**src/hw/rtl/sse_pkg.sv**
```systemverilog
// sse_pkg: shared types and constants for the shell sort engine
// holds the datapath operation codes and the controller/datapath status struct
// no dependencies
package sse_pkg;

  typedef logic [3:0] op_t;

  localparam op_t OP_IDLE      = 4'd0;
  localparam op_t OP_LOAD      = 4'd1;
  localparam op_t OP_SORT_INIT = 4'd2;
  localparam op_t OP_RD_I      = 4'd3;
  localparam op_t OP_GAP_HALF  = 4'd4;
  localparam op_t OP_CAP_HELD  = 4'd5;
  localparam op_t OP_SHIFT     = 4'd6;
  localparam op_t OP_PUT_HELD  = 4'd7;
  localparam op_t OP_RD_K      = 4'd8;
  localparam op_t OP_OUT_LOAD  = 4'd9;
  localparam op_t OP_OUT_DONE  = 4'd10;

  typedef struct packed {
    logic gap_zero;
    logic i_lt_n;
    logic held_less;
    logic j_ge_2gap;
    logic last_k;
  } sse_stat_t;

endpackage

```
**src/hw/rtl/sse_datapath.sv**
```systemverilog
// sse_datapath: key store memory, counters, held key and output register
// executes one op_t per cycle from sse_ctrl, uses sse_pkg
module sse_datapath
  import sse_pkg::*;
#(
  parameter int MAX_ITEMS = 64,
  parameter int KEY_BITS  = 32
) (
  input  logic                clk,
  input  logic                rst_n,
  input  op_t                 op,
  input  logic signed [31:0]  in_key_value,
  output sse_stat_t           stat,
  output logic signed [31:0]  out_sorted_key,
  output logic                out_final_key
);

  localparam int CW = $clog2(MAX_ITEMS + 1);
  localparam int AW = $clog2(MAX_ITEMS);
  localparam logic [CW-1:0] FULL = CW'(MAX_ITEMS);
  localparam logic [CW-1:0] ONE  = CW'(1);

  logic [KEY_BITS-1:0] mem [MAX_ITEMS];
  logic [KEY_BITS-1:0] rdata_r;
  logic [KEY_BITS-1:0] held_r, held_nxt;
  logic [KEY_BITS-1:0] out_key_r, out_key_nxt;
  logic                out_final_r, out_final_nxt;
  logic [CW-1:0]       count_r, count_nxt;
  logic [CW-1:0]       gap_r, gap_nxt;
  logic [CW-1:0]       i_r, i_nxt;
  logic [CW-1:0]       j_r, j_nxt;
  logic [CW-1:0]       k_r, k_nxt;
  logic [AW-1:0]       raddr;
  logic [AW-1:0]       waddr;
  logic [KEY_BITS-1:0] wdata;
  logic                we;
  logic [CW-1:0]       j_m_gap;
  logic [CW-1:0]       j_m_2gap;

  assign j_m_gap  = j_r - gap_r;
  assign j_m_2gap = j_m_gap - gap_r;

  always_comb begin
    count_nxt     = count_r;
    gap_nxt       = gap_r;
    i_nxt         = i_r;
    j_nxt         = j_r;
    k_nxt         = k_r;
    held_nxt      = held_r;
    out_key_nxt   = out_key_r;
    out_final_nxt = out_final_r;
    raddr         = j_m_gap[AW-1:0];
    waddr         = j_r[AW-1:0];
    wdata         = held_r;
    we            = 1'b0;
    unique case (op)
      OP_LOAD: begin
        if (count_r < FULL) begin
          we        = 1'b1;
          waddr     = count_r[AW-1:0];
          wdata     = KEY_BITS'($unsigned(in_key_value));
          count_nxt = count_r + ONE;
        end
      end
      OP_SORT_INIT: begin
        gap_nxt = count_r >> 1;
        i_nxt   = count_r >> 1;
        k_nxt   = '0;
      end
      OP_RD_I: begin
        raddr = i_r[AW-1:0];
        j_nxt = i_r;
      end
      OP_GAP_HALF: begin
        gap_nxt = gap_r >> 1;
        i_nxt   = gap_r >> 1;
      end
      OP_CAP_HELD: begin
        held_nxt = rdata_r;
        raddr    = j_m_gap[AW-1:0];
      end
      OP_SHIFT: begin
        // move the larger key up one gap and look one gap further down
        we    = 1'b1;
        wdata = rdata_r;
        j_nxt = j_m_gap;
        raddr = j_m_2gap[AW-1:0];
      end
      OP_PUT_HELD: begin
        we    = 1'b1;
        i_nxt = i_r + ONE;
      end
      OP_RD_K: begin
        raddr = k_r[AW-1:0];
      end
      OP_OUT_LOAD: begin
        out_key_nxt   = rdata_r;
        out_final_nxt = (k_r + ONE) == count_r;
      end
      OP_OUT_DONE: begin
        k_nxt = k_r + ONE;
        if (out_final_r) begin
          count_nxt = '0;
        end
      end
      default: begin
      end
    endcase
  end

  always_ff @(posedge clk) begin
    if (we) begin
      mem[waddr] <= wdata;
    end
    rdata_r <= mem[raddr];
  end

  always_ff @(posedge clk) begin
    if (!rst_n) begin
      count_r <= '0;
    end else begin
      count_r <= count_nxt;
    end
  end

  always_ff @(posedge clk) begin
    gap_r       <= gap_nxt;
    i_r         <= i_nxt;
    j_r         <= j_nxt;
    k_r         <= k_nxt;
    held_r      <= held_nxt;
    out_key_r   <= out_key_nxt;
    out_final_r <= out_final_nxt;
  end

  assign stat.gap_zero  = (gap_r == '0);
  assign stat.i_lt_n    = (i_r < count_r);
  assign stat.held_less = ($signed(held_r) < $signed(rdata_r));
  assign stat.j_ge_2gap = ({1'b0, j_r} >= {gap_r, 1'b0});
  assign stat.last_k    = out_final_r;

  assign out_sorted_key = 32'($unsigned(out_key_r));
  assign out_final_key  = out_final_r;

  a_count_bound: assert property (@(posedge clk) disable iff (!rst_n)
    count_r <= FULL)
    else $error("key count beyond store depth");

  a_shift_in_range: assert property (@(posedge clk) disable iff (!rst_n)
    op == OP_SHIFT |-> (j_r >= gap_r && gap_r != '0))
    else $error("shift below the bottom of the gapped run");

endmodule

```
**src/hw/rtl/sse_ctrl.sv**
```systemverilog
// sse_ctrl: sequencer for load, gapped insertion passes and emission
// drives op_t commands into sse_datapath from its status, uses sse_pkg
module sse_ctrl
  import sse_pkg::*;
(
  input  logic      clk,
  input  logic      rst_n,
  input  logic      in_valid,
  output logic      in_ready,
  input  logic      in_end_of_set,
  output logic      out_valid,
  input  logic      out_ready,
  input  sse_stat_t stat,
  output op_t       op
);

  localparam logic [2:0] ST_LOAD  = 3'd0;
  localparam logic [2:0] ST_INIT  = 3'd1;
  localparam logic [2:0] ST_PASS  = 3'd2;
  localparam logic [2:0] ST_GETH  = 3'd3;
  localparam logic [2:0] ST_CMP   = 3'd4;
  localparam logic [2:0] ST_PUT   = 3'd5;
  localparam logic [2:0] ST_ERD   = 3'd6;
  localparam logic [2:0] ST_EOUT  = 3'd7;

  logic [2:0] state_r, state_nxt;
  logic       out_valid_r, out_valid_nxt;
  logic       ewait_r, ewait_nxt;

  always_comb begin
    state_nxt     = state_r;
    out_valid_nxt = out_valid_r;
    ewait_nxt     = 1'b0;
    op            = OP_IDLE;
    unique case (state_r)
      ST_LOAD: begin
        if (in_valid) begin
          op = OP_LOAD;
          if (in_end_of_set) begin
            state_nxt = ST_INIT;
          end
        end
      end
      ST_INIT: begin
        op        = OP_SORT_INIT;
        state_nxt = ST_PASS;
      end
      ST_PASS: begin
        priority if (stat.gap_zero) begin
          state_nxt = ST_ERD;
        end else if (stat.i_lt_n) begin
          op        = OP_RD_I;
          state_nxt = ST_GETH;
        end else begin
          op = OP_GAP_HALF;
        end
      end
      ST_GETH: begin
        op        = OP_CAP_HELD;
        state_nxt = ST_CMP;
      end
      ST_CMP: begin
        if (stat.held_less) begin
          op = OP_SHIFT;
          if (!stat.j_ge_2gap) begin
            state_nxt = ST_PUT;
          end
        end else begin
          op        = OP_PUT_HELD;
          state_nxt = ST_PASS;
        end
      end
      ST_PUT: begin
        op        = OP_PUT_HELD;
        state_nxt = ST_PASS;
      end
      ST_ERD: begin
        // read address this cycle; the data passes through the read register into the output register
        op        = OP_RD_K;
        ewait_nxt = 1'b1;
        state_nxt = ST_EOUT;
      end
      ST_EOUT: begin
        priority if (ewait_r) begin
          op            = OP_OUT_LOAD;
          out_valid_nxt = 1'b1;
        end else if (out_ready) begin
          op            = OP_OUT_DONE;
          out_valid_nxt = 1'b0;
          state_nxt     = stat.last_k ? ST_LOAD : ST_ERD;
        end
      end
      default: begin
        state_nxt = ST_LOAD;
      end
    endcase
  end

  always_ff @(posedge clk) begin
    if (!rst_n) begin
      state_r     <= ST_LOAD;
      out_valid_r <= 1'b0;
      ewait_r     <= 1'b0;
    end else begin
      state_r     <= state_nxt;
      out_valid_r <= out_valid_nxt;
      ewait_r     <= ewait_nxt;
    end
  end

  assign in_ready  = (state_r == ST_LOAD);
  assign out_valid = out_valid_r;

  a_valid_in_emit: assert property (@(posedge clk) disable iff (!rst_n)
    out_valid_r |-> (state_r == ST_EOUT && !ewait_r))
    else $error("result valid outside the emit state");

  a_final_returns: assert property (@(posedge clk) disable iff (!rst_n)
    (out_valid_r && out_ready && stat.last_k) |=> state_r == ST_LOAD)
    else $error("no return to loading after the final key");

  a_cmp_gap: assert property (@(posedge clk) disable iff (!rst_n)
    state_r == ST_CMP |-> !stat.gap_zero)
    else $error("compare step with zero gap");

endmodule

```
**src/hw/rtl/shell_sort_engine.sv**
```systemverilog
// shell_sort_engine: top level, loads keys, shell sorts them, streams them out
// instantiates sse_ctrl and sse_datapath, uses sse_pkg
//
//   channel  ports                                  direction
//   in       in_valid in_ready in_key_value in_end_of_set   into block
//   out      out_valid out_ready out_sorted_key out_final_key  out of block
//
// loading accepts one key per cycle; keys beyond MAX_ITEMS are dropped
// each insertion step reads and captures the key, compare-moves it one gap per shift
// and places it; each gap change is its own step; the key store has one read port
// emission reads each key, loads it into the output register, holds it until out_ready
// reset is synchronous active low; it clears the key count and returns to loading
// no input is taken from the end of set until the final key has been delivered
module shell_sort_engine
  import sse_pkg::*;
#(
  parameter int MAX_ITEMS = 64,
  parameter int KEY_BITS  = 32
) (
  input  logic               clk,
  input  logic               rst_n,
  input  logic               in_valid,
  output logic               in_ready,
  input  logic signed [31:0] in_key_value,
  input  logic               in_end_of_set,
  output logic               out_valid,
  input  logic               out_ready,
  output logic signed [31:0] out_sorted_key,
  output logic               out_final_key
);

  op_t       op;
  sse_stat_t stat;

  sse_ctrl u_ctrl (
    .clk           (clk),
    .rst_n         (rst_n),
    .in_valid      (in_valid),
    .in_ready      (in_ready),
    .in_end_of_set (in_end_of_set),
    .out_valid     (out_valid),
    .out_ready     (out_ready),
    .stat          (stat),
    .op            (op)
  );

  sse_datapath #(
    .MAX_ITEMS (MAX_ITEMS),
    .KEY_BITS  (KEY_BITS)
  ) u_datapath (
    .clk            (clk),
    .rst_n          (rst_n),
    .op             (op),
    .in_key_value   (in_key_value),
    .stat           (stat),
    .out_sorted_key (out_sorted_key),
    .out_final_key  (out_final_key)
  );

endmodule

```
**config.mk**
```make
export PLATFORM = sky130hd
export DESIGN_NAME = shell_sort_engine
export DESIGN_NICKNAME = d
export VERILOG_FILES = /design/src/hw/rtl/sse_pkg.sv /design/src/hw/rtl/sse_datapath.sv /design/src/hw/rtl/sse_ctrl.sv /design/src/hw/rtl/shell_sort_engine.sv
export SDC_FILE = /design/constraint.sdc
export NUM_CORES = 2
export LEC_CHECK = 0
export BUFFER_PORTS_ARGS = -buffer_cell sky130_fd_sc_hd__buf_2
export CAP_MARGIN = 25
export CORE_MARGIN = 2
export CORE_UTILIZATION = 45
export CTS_CLUSTER_DIAMETER = 100
export DETAILED_ROUTE_END_ITERATION = 7
export HOLD_SLACK_MARGIN = 0.03
export PLACE_DENSITY_LB_ADDON = 0.05
export SETUP_SLACK_MARGIN = 0.4
export SYNTH_ARGS = -nofsm -noshare
export SYNTH_HDL_FRONTEND = slang
export SYNTH_HIERARCHICAL = 1
export SYNTH_SLANG_ARGS = --single-unit
export TNS_END_PERCENT = 5
```
**constraint.sdc**
```tcl
create_clock -name clk -period 5.4 [get_ports clk]
set_input_delay 0.54 -clock clk [delete_from_list [all_inputs] [get_ports clk]]
set_output_delay 0.54 -clock clk [all_outputs]
set_load 0.05 [all_outputs]
```
==> flow_results.org <==
** Logic synthesis
- Largest cells by area after synthesis :: sky130_fd_sc_hd__edfxtp_1 73%, sky130_fd_sc_hd__mux2i_1 5.3%, sky130_fd_sc_hd__nand2_1 5.1%, sky130_fd_sc_hd__a221oi_1 2.6%, sky130_fd_sc_hd__a32oi_1 2.1%
- In this run, distinct cell masters in the synthesized netlist total between 80 and 90.
- Number of flip-flops and latches in the synthesized netlist :: ~2200
- Post-Syn Area :: ~88000 um2
- Post-synth EDFFs :: ~2100
- Most used flip-flop cell after synthesis :: sky130_fd_sc_hd__edfxtp_1
- Of the synthesized area, sequential elements account for 0.7420.
- Of the post-synthesis cell area, the dominant cell type holds 0.7319.
- Proportion of register bits with asynchronous set or reset after synthesis :: 0
- When the netlist entered floorplanning its net count stood at between 5000 and 6000.
- Of all cell types, the one taking the most synthesized area is sky130_fd_sc_hd__edfxtp_1.
- During synthesis, Yosys emitted a total of 6 warnings.
- In the synthesized netlist, the number of instances is just under 6000.
- Mean instance size in the synthesized netlist :: around 15 um2

** Status
- The run finished, with violations left.
- Violated checks :: setup timing

** Global route
- Largest net degree at the start of global routing :: 65
- Wire length of the first global-routing pass :: 429500 um
- Antenna violations before repair :: 21
- Number of global-route vias before repair :: about 56000
- GR Util All Layers :: 0.3063
- Total global routing overflow :: 0

** Critical path
- Reg2reg start :: u_datapath/rdata_r[17]
- Crit path arrival time :: roughly 6300 ps
- The worst register-to-register path ends at u_datapath/rdata_r[18].
- Crit end category :: register
- Register-to-register path setup slack :: -290 ps
- On the critical path the largest part of the delay comes from compound AO/OA/AOI/OAI gates.
- Critical Path Slowest Stage Cell :: sky130_fd_sc_hd__or4bb_1
- Crit path largest cell delay :: about 530 ps
- Kind of critical path :: register to register
- Along the worst path, the maximum fanout reaches 14.
- Counting cells, the worst reg-to-reg path comes to 27.
- Cell with the most instances on the worst path :: sky130_fd_sc_hd__buf_12
- STA classifies the critical path startpoint as a register.
- Buf/Inv on CP :: 7
- At the worst endpoint, the required time is just over 6000 ps.

** Timing
- Static timing analysis puts the maximum clock frequency at between 150 and 200 MHz.
- Max-slew headroom at the worst pin :: 0.4771
- The count of final max-slew check failures was 0.
- Worst setup skew after layout :: roughly 46 ps
- Final setup slack of the worst path :: -290.4 ps
- Portion of the clock cycle consumed by the worst path in the final layout :: 1.054
- Total of endpoints with negative setup slack in the final report :: 16
- For the pin with the worst max-slew slack, the measured transition is just under 800 ps.
- The hold violation count in the final report came to 0.
- Setup repair after global routing missed its margin :: yes
- The worst path in the final design needs a cycle of ~5700 ps, including I/O delays and setup.

** Min path
- The min-delay analysis places its worst path in the category input pin to register.
- Critical hold path startpoint :: in_end_of_set
- The path with the worst hold slack has its endpoint at u_ctrl/state_r[0].
- Hold depth :: 5

** Clock network
- Clock buffer depth :: 3
- Clock sink count :: between 2000 and 2500
- CTS built an H-tree with a depth of 4.
- Clock latency at the later pin of the worst-skew pair :: 890 ps
- Cell chosen for the clock root :: sky130_fd_sc_hd__clkbuf_16
- After clock tree synthesis, the clock-pin slew on the worst setup and hold paths is around 70 ps.
- Cts bufs inserted :: 228
- TritonCTS built the clock tree.

** Die
- Starting utilization of the core area :: 0.4517
- The floorplan has 162 rows.
- For this design the top-level I/O count stands at between 70 and 80.
- Die area :: around 200000 um2
- Area of the core region :: just under 200000 um2
- Width of the chip :: approximately 450 um
- Chip Height :: 445.7 um

** Run
- Max-capacitance violation count :: 0

** Placed design
- Placed wire-length estimate after detailed placement :: between 200000 and 250000 um
- Once placement finished, the instance area stood at between 100000 and 150000 um2.
- At the end of routability-driven placement, the weighted congestion stood at about 0.94.
- Number of buffer cells added on primary ports :: 71

** Cells and area
- The layout has between 15000 and 20000 filler cells.
- The final layout contains roughly 7000 nets.
- After routing the design area is between 100000 and 150000 um2.
- Share of final-layout standard cells stronger than drive strength 1 :: 0.2686
- Relative area change from synthesis to final layout :: 28.31%

** Routing
- DRC viols :: 0
- Drt total wl :: 310600 um
- The count of nets left with antenna violations once routing finished came out at 0.
- Routed wirelength normalized by instance count :: 32.08 um
- Number of DRC violations after detailed-routing iteration 0 :: between 7000 and 8000
- Pre-antenna DRT Iters :: 6
- Dividing the detail-routed via count by the number of cells gives between 6 and 7.
- The detailed router placed about 59000 vias in this run.
## cell usage in the layout (no fill, tap or decap), types with 24 or more instances in the layout
master                      instances
sky130_fd_sc_hd__a221o_2           31
sky130_fd_sc_hd__a221oi_1         215
sky130_fd_sc_hd__a221oi_2          44
sky130_fd_sc_hd__a32oi_1          196
sky130_fd_sc_hd__buf_12           316
sky130_fd_sc_hd__buf_16            24
sky130_fd_sc_hd__buf_2             71
sky130_fd_sc_hd__buf_4            724
sky130_fd_sc_hd__buf_6             81
sky130_fd_sc_hd__clkbuf_1          50
sky130_fd_sc_hd__clkbuf_16        238
sky130_fd_sc_hd__clkinv_1          57
sky130_fd_sc_hd__clkinv_2          40
sky130_fd_sc_hd__dfxtp_1           33
sky130_fd_sc_hd__edfxtp_1        2140
sky130_fd_sc_hd__ha_1              57
sky130_fd_sc_hd__inv_1             60
sky130_fd_sc_hd__mux2i_1          465
sky130_fd_sc_hd__nand2_1         1163
sky130_fd_sc_hd__nand3_1           99
sky130_fd_sc_hd__nand4_1          172
sky130_fd_sc_hd__nor2_1            59
sky130_fd_sc_hd__nor2_4            72
sky130_fd_sc_hd__o21a_1            33
sky130_fd_sc_hd__o21ai_0           47
sky130_fd_sc_hd__o21ai_1           28
sky130_fd_sc_hd__o21ai_2           24
sky130_fd_sc_hd__o22ai_1          124
## per-layer routing
metal,GRT usage,share of wire
met1,0.4585,0.44
met2,0.4568,0.44
met3,0.04865,0.086
met4,0.1002,0.037
met5,0,0.000039
## timing repair
| action | CTS | global route |
|---|---|---|
| gates resized for setup | 289 | 118 |
| endpoints found under the hold margin | 12 | 0 |
| pin swaps | 94 | 68 |
| buffers inserted | 74 | 50 |
| gates cloned | 14 | 7 |
| hold buffers | 2 | 0 |
| endpoints found under the setup margin | 4128 | 4064 |
## kinds of logic (layout without fill, tap and decap cells)
family,after synthesis,count (layout),synth area share
adder cells (fa/ha/maj),59,59,0.008579
AO/OA/AOI/OAI,947,947,0.08595
AND/OR/NAND/NOR,1706,1706,0.08343
XOR/XNOR,27,27,0.002694
buffers and inverters,472,1738,0.02399
multiplexers,468,468,0.05339
other,0,10,0
flip-flops,2184,2184,0.7420
## cell usage after synthesis (4+ instances only)
master,n
sky130_fd_sc_hd__nand2_1,1185
sky130_fd_sc_hd__a21oi_1,29
sky130_fd_sc_hd__or3_1,5
sky130_fd_sc_hd__nor3_1,8
sky130_fd_sc_hd__buf_4,22
sky130_fd_sc_hd__a221o_1,32
sky130_fd_sc_hd__edfxtp_1,2140
sky130_fd_sc_hd__nor4_1,35
sky130_fd_sc_hd__nor2_1,135
sky130_fd_sc_hd__o22ai_1,129
sky130_fd_sc_hd__o21ai_1,34
sky130_fd_sc_hd__a221oi_1,264
sky130_fd_sc_hd__o2111a_1,32
sky130_fd_sc_hd__o41ai_1,31
sky130_fd_sc_hd__nand2b_1,13
sky130_fd_sc_hd__nand3_1,100
sky130_fd_sc_hd__inv_1,60
sky130_fd_sc_hd__o31ai_1,4
sky130_fd_sc_hd__a32oi_1,213
sky130_fd_sc_hd__and3_1,6
sky130_fd_sc_hd__a21o_1,17
sky130_fd_sc_hd__a31oi_1,6
sky130_fd_sc_hd__dfxtp_1,44
sky130_fd_sc_hd__o211ai_1,11
sky130_fd_sc_hd__o21a_1,37
sky130_fd_sc_hd__clkbuf_1,160
sky130_fd_sc_hd__o21ai_0,67
sky130_fd_sc_hd__a211oi_1,6
sky130_fd_sc_hd__xor2_1,8
sky130_fd_sc_hd__ha_1,57
sky130_fd_sc_hd__mux2i_1,466
sky130_fd_sc_hd__and2_1,4
sky130_fd_sc_hd__nor2b_1,13
sky130_fd_sc_hd__o21ai_2,5
sky130_fd_sc_hd__nand4b_1,4
sky130_fd_sc_hd__buf_2,195
sky130_fd_sc_hd__nand4_1,172
sky130_fd_sc_hd__buf_1,32
sky130_fd_sc_hd__xnor2_1,19
## stage by stage
stage          TNS (ps)  hold slack [ps]  instances    util  worst slack, ps
2_1_floorplan         0            425.6       5863       -            227.7
3_3_place_gp    -270100            460.3       9097  0.5236            -1063
3_5_place_dp    -275770            478.1       9098  0.5237           -935.2
4_1_cts          -686.2            102.8       9614  0.5729           -171.6
5_1_grt           -7357            237.8       9673  0.5794           -528.6
6_report          -1635            180.4       9681  0.5795           -290.4
## worst reg2reg max path: cells and delay by family, from the launching register on
family,cells,cell delay (ps)
compound gates,11,1950
fa+ha+maj,1,300
buf+inv,7,1030
flops,1,340
simple gates,8,1790
## flip-flops by register name (all words and copies together) (netlist names)
signal / cells
u_datapath/j_r: 7
u_ctrl/out_valid: 1
u_datapath/count_r: 7
u_datapath/out_sorted_key: 32
u_datapath/k_r: 7
u_datapath/i_r: 7
u_ctrl/state_r: 3
u_datapath/held_r: 32
u_datapath/out_final_key: 1
u_datapath/mem: 2048
u_datapath/gap_r: 6
u_ctrl/ewait_r: 1
u_datapath/rdata_r: 32
## worst max-delay path by stage
stage	start	endpoint	slack, ps	cells after the start
5_1_grt	u_datapath/rdata_r[17]	u_datapath/rdata_r[25]	-530	26
4_1_cts	u_datapath/held_r[17]	u_datapath/rdata_r[18]	-170	27
3_5_place_dp	u_datapath/rdata_r[11]	u_datapath/rdata_r[25]	-940	23
6_report	u_datapath/rdata_r[17]	u_datapath/rdata_r[18]	-290	27
2_1_floorplan	u_datapath/rdata_r[17]	u_datapath/mem[52][0]	230	21
3_3_place_gp	u_datapath/rdata_r[11]	u_datapath/rdata_r[27]	-1060	23
## cell type report
type | instances | area (um2) | share of cell area
Multi-Input combinational cell | 3207 | 22440 | 0.1992
Clock buffer | 284 | 6010 | 0.05334
Inverter | 62 | 232.7 | 0.002066
Tap cell | 2542 | 3181 | 0.02823
Timing Repair Buffer | 1250 | 14350 | 0.1274
Antenna cell | 10 | 25.02 | 0.0002221
Sequential cell | 2184 | 65160 | 0.5784
Clock inverter | 142 | 1255 | 0.01114
Power is not shown: default switching activity piles up to over one toggle a cycle in this logic, so the estimate is an artifact.
